### src/hdl/isort_pkg.sv
package isort_pkg;

   localparam int VALUE_W     = 32;
   localparam int REQ_TDATA_W = 32;
   localparam int RSP_TDATA_W = 32;
   localparam int RSP_TUSER_W = 1;

   typedef struct packed {
      logic insert;
      logic pop;
   } cmd_type;

   typedef struct packed {
      logic last_one;
   } status_type;

endpackage

### src/hdl/isort_ctrl.sv
module isort_ctrl (
   input  logic                 clock,
   input  logic                 reset,
   input  logic                 req_tvalid,
   output logic                 req_tready,
   input  logic                 req_tlast,
   output logic                 rsp_tvalid,
   input  logic                 rsp_tready,
   output isort_pkg::cmd_type    cmd,
   input  isort_pkg::status_type status
);
   import isort_pkg::*;

   typedef enum logic [1:0] {
      ST_LOAD = 2'b01,
      ST_EMIT = 2'b10
   } state_type;

   state_type state_ff, state_in;

   always_comb begin
      state_in   = state_ff;
      req_tready = 1'b0;
      rsp_tvalid = 1'b0;
      unique case (state_ff)
         ST_LOAD: begin
            req_tready = 1'b1;
            if (req_tvalid && req_tlast) begin
               state_in = ST_EMIT;
            end
         end
         ST_EMIT: begin
            rsp_tvalid = 1'b1;
            if (rsp_tready && status.last_one) begin
               state_in = ST_LOAD;
            end
         end
         default: state_in = ST_LOAD;
      endcase
   end

   assign cmd.insert = req_tvalid && req_tready;
   assign cmd.pop    = rsp_tvalid && rsp_tready;

   always_ff @(posedge clock) begin
      if (reset) begin
         state_ff <= ST_LOAD;
      end else begin
         state_ff <= state_in;
      end
   end

endmodule

### src/hdl/isort_datapath.sv
module isort_datapath #(
   parameter int CAPACITY = 16
) (
   input  logic                                  clock,
   input  logic                                  reset,
   input  logic signed [isort_pkg::VALUE_W-1:0]  value,
   input  isort_pkg::cmd_type                    cmd,
   output isort_pkg::status_type                 status,
   output logic signed [isort_pkg::VALUE_W-1:0]  sorted_value,
   output logic                                  last_out,
   output logic                                  overflow
);
   import isort_pkg::*;

   localparam int CNT_W = $clog2(CAPACITY + 1);

   logic signed [VALUE_W-1:0] data_ff [CAPACITY];
   logic signed [VALUE_W-1:0] data_in [CAPACITY];
   logic signed [VALUE_W-1:0] placed  [CAPACITY];
   logic [CAPACITY-1:0]       keep;
   logic [CNT_W-1:0]          count_ff, count_in;
   logic                      dropped_ff, dropped_in;
   logic                      full;

   assign full = (count_ff == CNT_W'(CAPACITY));

   genvar g;
   generate
      for (g = 0; g < CAPACITY; g++) begin : g_cell
         assign keep[g] = (CNT_W'(g) < count_ff) && !(data_ff[g] > value);
         if (g == 0) begin : g_head
            assign placed[g] = keep[g] ? data_ff[g] : value;
         end else begin : g_body
            assign placed[g] = keep[g]     ? data_ff[g]   :
                               keep[g-1]   ? value        : data_ff[g-1];
         end
      end
   endgenerate

   always_comb begin
      for (int i = 0; i < CAPACITY; i++) begin
         data_in[i] = data_ff[i];
         if (cmd.insert && !full) begin
            data_in[i] = placed[i];
         end else if (cmd.pop && (i < CAPACITY - 1)) begin
            data_in[i] = data_ff[(i < CAPACITY - 1) ? i + 1 : i];
         end
      end
   end

   always_comb begin
      count_in   = count_ff;
      dropped_in = dropped_ff;
      if (cmd.insert) begin
         if (full) begin
            dropped_in = 1'b1;
         end else begin
            count_in = count_ff + CNT_W'(1);
         end
      end else if (cmd.pop) begin
         count_in = count_ff - CNT_W'(1);
         if (status.last_one) begin
            dropped_in = 1'b0;
         end
      end
   end

   always_ff @(posedge clock) begin
      for (int i = 0; i < CAPACITY; i++) begin
         data_ff[i] <= data_in[i];
      end
   end

   always_ff @(posedge clock) begin
      if (reset) begin
         count_ff   <= '0;
         dropped_ff <= 1'b0;
      end else begin
         count_ff   <= count_in;
         dropped_ff <= dropped_in;
      end
   end

   assign status.last_one = (count_ff == CNT_W'(1));
   assign sorted_value    = data_ff[0];
   assign last_out        = status.last_one;
   assign overflow        = dropped_ff;

endmodule

### src/hdl/insertion_sorter.sv
// Sorts one run of signed 32-bit values, ascending, equal values in arrival order. A run
// is streamed in at one value per cycle, its final value marked by req_tlast; each value
// is placed into a row of CAPACITY registers by a parallel compare against every held
// entry. After the marked value the block stops accepting and emits the held list
// smallest first, one transaction per cycle while rsp_tready is high, from the head
// of the row, rsp_tlast on the final one, then takes the next run. Values beyond
// CAPACITY are dropped and every result of that run carries rsp_tuser (overflow) high.
module insertion_sorter #(
   parameter int CAPACITY = 16
) (
   input  logic                                 clock,
   input  logic                                 reset,
   input  logic                                 req_tvalid,
   output logic                                 req_tready,
   input  logic [isort_pkg::REQ_TDATA_W-1:0]    req_tdata,  // value
   input  logic                                 req_tlast,  // last_item
   output logic                                 rsp_tvalid,
   input  logic                                 rsp_tready,
   output logic [isort_pkg::RSP_TDATA_W-1:0]    rsp_tdata,  // sorted_value
   output logic                                 rsp_tlast,  // last_out
   output logic [isort_pkg::RSP_TUSER_W-1:0]    rsp_tuser   // overflow
);
   import isort_pkg::*;

   cmd_type                   cmd;
   status_type                status;
   logic signed [VALUE_W-1:0] sorted_value;
   logic                      overflow;

   isort_ctrl u_ctrl (
      .clock      (clock),
      .reset      (reset),
      .req_tvalid (req_tvalid),
      .req_tready (req_tready),
      .req_tlast  (req_tlast),
      .rsp_tvalid (rsp_tvalid),
      .rsp_tready (rsp_tready),
      .cmd        (cmd),
      .status     (status)
   );

   isort_datapath #(
      .CAPACITY (CAPACITY)
   ) u_datapath (
      .clock        (clock),
      .reset        (reset),
      .value        (signed'(req_tdata[VALUE_W-1:0])),
      .cmd          (cmd),
      .status       (status),
      .sorted_value (sorted_value),
      .last_out     (rsp_tlast),
      .overflow     (overflow)
   );

   assign rsp_tdata = RSP_TDATA_W'(unsigned'(sorted_value));
   assign rsp_tuser = RSP_TUSER_W'(overflow);

endmodule

### config.mk
export PLATFORM = sky130hd
export DESIGN_NAME = insertion_sorter
export DESIGN_NICKNAME = d
export VERILOG_FILES = /design/src/hdl/isort_pkg.sv /design/src/hdl/isort_ctrl.sv /design/src/hdl/isort_datapath.sv /design/src/hdl/insertion_sorter.sv
export SDC_FILE = /design/constraint.sdc
export NUM_CORES = 2
export LEC_CHECK = 0
export BUFFER_PORTS_ARGS = -buffer_cell sky130_fd_sc_hd__buf_2
export CAP_MARGIN = 20
export CELL_PAD_IN_SITES_DETAIL_PLACEMENT = 1
export CELL_PAD_IN_SITES_GLOBAL_PLACEMENT = 1
export CORE_MARGIN = 2
export CORE_UTILIZATION = 50
export DETAILED_ROUTE_END_ITERATION = 8
export PLACE_DENSITY = 0.79
export SLEW_MARGIN = 20
export SYNTH_ARGS = -nofsm -noshare
export SYNTH_HDL_FRONTEND = slang
export SYNTH_SLANG_ARGS = --single-unit
### constraint.sdc
create_clock -name clock -period 7.8 [get_ports clock]
set_clock_uncertainty 0.1 [all_clocks]
set_input_delay 0.39 -clock clock [delete_from_list [all_inputs] [get_ports clock]]
set_output_delay 0.39 -clock clock [all_outputs]
set_load 0.01 [all_outputs]
==> results.py <==
metrics = {
    "run_status": {
        "status": "finished, final reports clean",
    },
    "timing": {
        "fmax_mhz": 196,
        "finalHoldViolations": 0,
        "whs_ns": 0.0173,
        "report.final.slew_viol_count": 0,
        "finalCriticalPeriod_ns": 5.11,
        "setup_tns_ns": 0,
        "finalWorstSetupSlack_ns": 2.69,
        "max-slew-margin-rel_pct": 18.4,
        "fin_crit_sh_pct": 65.5,
        "setup_viol": 0,
        "grt_setup_unrepaired": "no",
        "worst_pin_slew_ns": 1.22,
    },
    "logic_synthesis": {
        "synthCells": 3822,
        "synthArstFlopShare_pct": 0,
        "yosys_warnings": 0,
        "yosys_most_used_dff": "edfxtp_1",
        "synth_edf_count": 512,
        "yosysSeqAreaShare_pct": 41.4,
        "synth_top_cell_area_share_pct": 41.0,
        "synth_fp_nets": 4374,
        "synthDistinctLibCells": 66,
        "yosys-top-cells-count": "nand2_1, ha_1, edfxtp_1, o211ai_1, nand3_1",
        "yosysMostFrequentCell": "nand2_1",
        "syn_area_mm2": 0.0375,
        "postSynthAreaPerCell_um2": 9.82,
        "synthTopCellsByArea": "edfxtp_1, ha_1, o211ai_1",
        "ys_ff_latch": 520,
        "synth.largest_area_cell": "edfxtp_1",
    },
    "drt": {
        "vias": 33300,
        "drt_iter0_drc": 3411,
        "antenna_left": 0,
        "totalWireLength_um": 137000,
        "dr.pass1.iters": 5,
        "drt-vias-per-instance": 6.96,
        "drc": 0,
        "wl_per_cell_um": 28.5,
    },
    "placed_design": {
        "portBuffers": 72,
        "dp_hpwl_um": 96700,
        "gp_congestion": 0.918,
        "dpl_worst_slack_ns": 2.54,
    },
    "global_route": {
        "grt_pass1_wl_um": 208000,
        "gr-total-overflow": 0,
        "antenna_found_initial": 12,
        "gr-usage-all-layers_pct": 34.6,
        "grt_pass1_vias": 34000,
        "grt_max_degree": 189,
    },
    "clock_tree": {
        "cts_made_buffers": 61,
        "worst_skew_pair.late_latency_ns": 0.65,
        "path_clk_slew_ns": 0.06,
        "root_buffer": "clkbuf_16",
        "cts_tree": "done",
        "post-cts-setup-buffers": 0,
        "cts-resized-gates": 0,
        "htreeDepth": 2,
        "clkSinkCount": 520,
        "hold_buffers": 32,
        "clk_path_buf_depth": 3,
    },
    "floorplanning": {
        "ios": 73,
        "fp-row-count": 100,
        "die_x_um": 278,
        "initial_core_util_pct": 50.5,
        "dieHeight_um": 278,
        "die_area_mm2": 0.0772,
        "core_region_area_mm2": 0.0743,
    },
    "setup_path": {
        "arrival_ns": 5.33,
        "crit_path_end_kind": "register",
        "r2r-start": "u_datapath.data_ff[0][17]$_DFFE_PP_",
        "worstPathRequired_ns": 8.01,
        "critical_path_class": "input port to register",
        "critPathLaunchType": "input port",
        "reg2reg_slack_ns": 3.03,
        "r2r_end": "u_datapath.data_ff[0][5]$_DFFE_PP_",
        "cp_max_fo": 34,
        "reg2reg_depth": 11,
    },
    "final_layout": {
        "area_delta_synth_final_pct": 9.02,
        "nets": 4313,
        "layout-drive-gt1-share_pct": 7.14,
    },
    "power": {
        "vdd_drop_max_mv": 0.208,
        "p_leak_nw": 16.3,
        "power_density_mw_per_mm2": 239,
    },
    "min_path": {
        "hp-class": "input port to register",
        "min-delay-start": "req_tdata[21]",
        "min_delay_worst_endpoint": "u_datapath.data_ff[7][53]$_DFFE_PP_",
        "hold_depth": 2,
    },
    "run": {
        "max_cap_viol_count": 0,
    },
}
kinds of logic after synthesis:
family                   share of synthesized area (%)
AO/OA/AOI/OAI                                     17.4
buffers and inverters                             4.40
flip-flops                                        41.4
XOR/XNOR                                         0.117
AND/OR/NAND/NOR                                   18.6
adder cells (fa/ha/maj)                           17.2
multiplexers                                     0.960
power breakdown:
| group | total (mW) | internal, mW | switching [mW] |
|---|---|---|---|
| clock | 2.90 | 1.63 | 1.27 |
| combinational | 2.74 | 0.964 | 1.77 |
| sequential | 4.14 | 3.68 | 0.465 |
| total | 9.78 | 6.27 | 3.51 |
worst max-delay path by stage:
stage / depth (start not counted) / from / slack [ns] / to
floorplan: 8 / req_tdata[27] / 2.61 / u_datapath.data_ff[1][32]$_DFFE_PP_
global placement: 13 / req_tdata[27] / 2.68 / u_datapath.data_ff[4][39]$_DFFE_PP_
detailed placement: 13 / req_tdata[25] / 2.54 / u_datapath.data_ff[4][38]$_DFFE_PP_
CTS: 14 / req_tdata[26] / 2.67 / u_datapath.data_ff[4][40]$_DFFE_PP_
global route: 14 / req_tdata[19] / 2.52 / u_datapath.data_ff[0][8]$_DFFE_PP_
finish: 14 / req_tdata[17] / 2.69 / u_datapath.data_ff[0][5]$_DFFE_PP_
layout make-up:
type | instances | area (um^2)
Sequential cell | 520 | 15500
Antenna cell | 4 | 10.0
Clock buffer | 77 | 1630
Tap cell | 969 | 1210
Fill cell | 8242 | 33400
Timing Repair Buffer | 179 | 1390
Inverter | 75 | 282
Multi-Input combinational cell | 2924 | 20600
Clock inverter | 36 | 292
sequential cells by signal, indices dropped and copies added, names as in the netlist:
register / count
u_datapath.data_ff: 512
u_ctrl.state_ff: 2
u_datapath.count_ff: 5
u_datapath.overflow: 1
metal layers:
metal / global-route usage (%) / share of wire, %
met1: 47.0 / 42
met4: 11.9 / 3.6
met3: 4.76 / 7.1
met2: 56.8 / 47
met5: 0 / 0.063
stage by stage:
step,instances,power [mW],area (um^2),util [%]
global route,4780,10.2,40900,55.0
CTS,4777,9.69,40800,54.9
floorplan,3822,5.80,37500,-
finish,4784,9.78,40900,55.0
detailed placement,4632,6.80,38600,51.9
global placement,4630,6.65,38500,51.8
critical path: stages:
cell	delay [ns]
dlygate4sd3_1	0.57
buf_2	0.16
inv_1	0.53
ha_1	0.37
a21oi_1	0.17
o21ai_0	0.18
a221oi_1	0.30
o211ai_1	0.35
or3_1	0.46
a32oi_2	0.15
buf_4	0.44
o21ai_1	0.11
nand2_1	0.62
buf_4	0.45
placed cells by master, fill, tap and decap left out, types with 16 or more instances in the layout:
master         instances
nor3_1                86
nor4_1                24
dlygate4sd3_1         32
a21oi_1              253
nand4_1              239
o211ai_1             357
nand2_1              575
a211oi_1              16
nand3_1              254
inv_1                 75
and3_1                66
o21ai_0               54
a21o_1                75
a221o_1               65
nor2_1                82
clkbuf_16             63
ha_1                 515
buf_2                 72
nand2b_1              38
clkinv_1              19
mux2_1                32
nor2b_1               25
buf_4                 66
edfxtp_1             512
(Power assumes the default switching activity.)
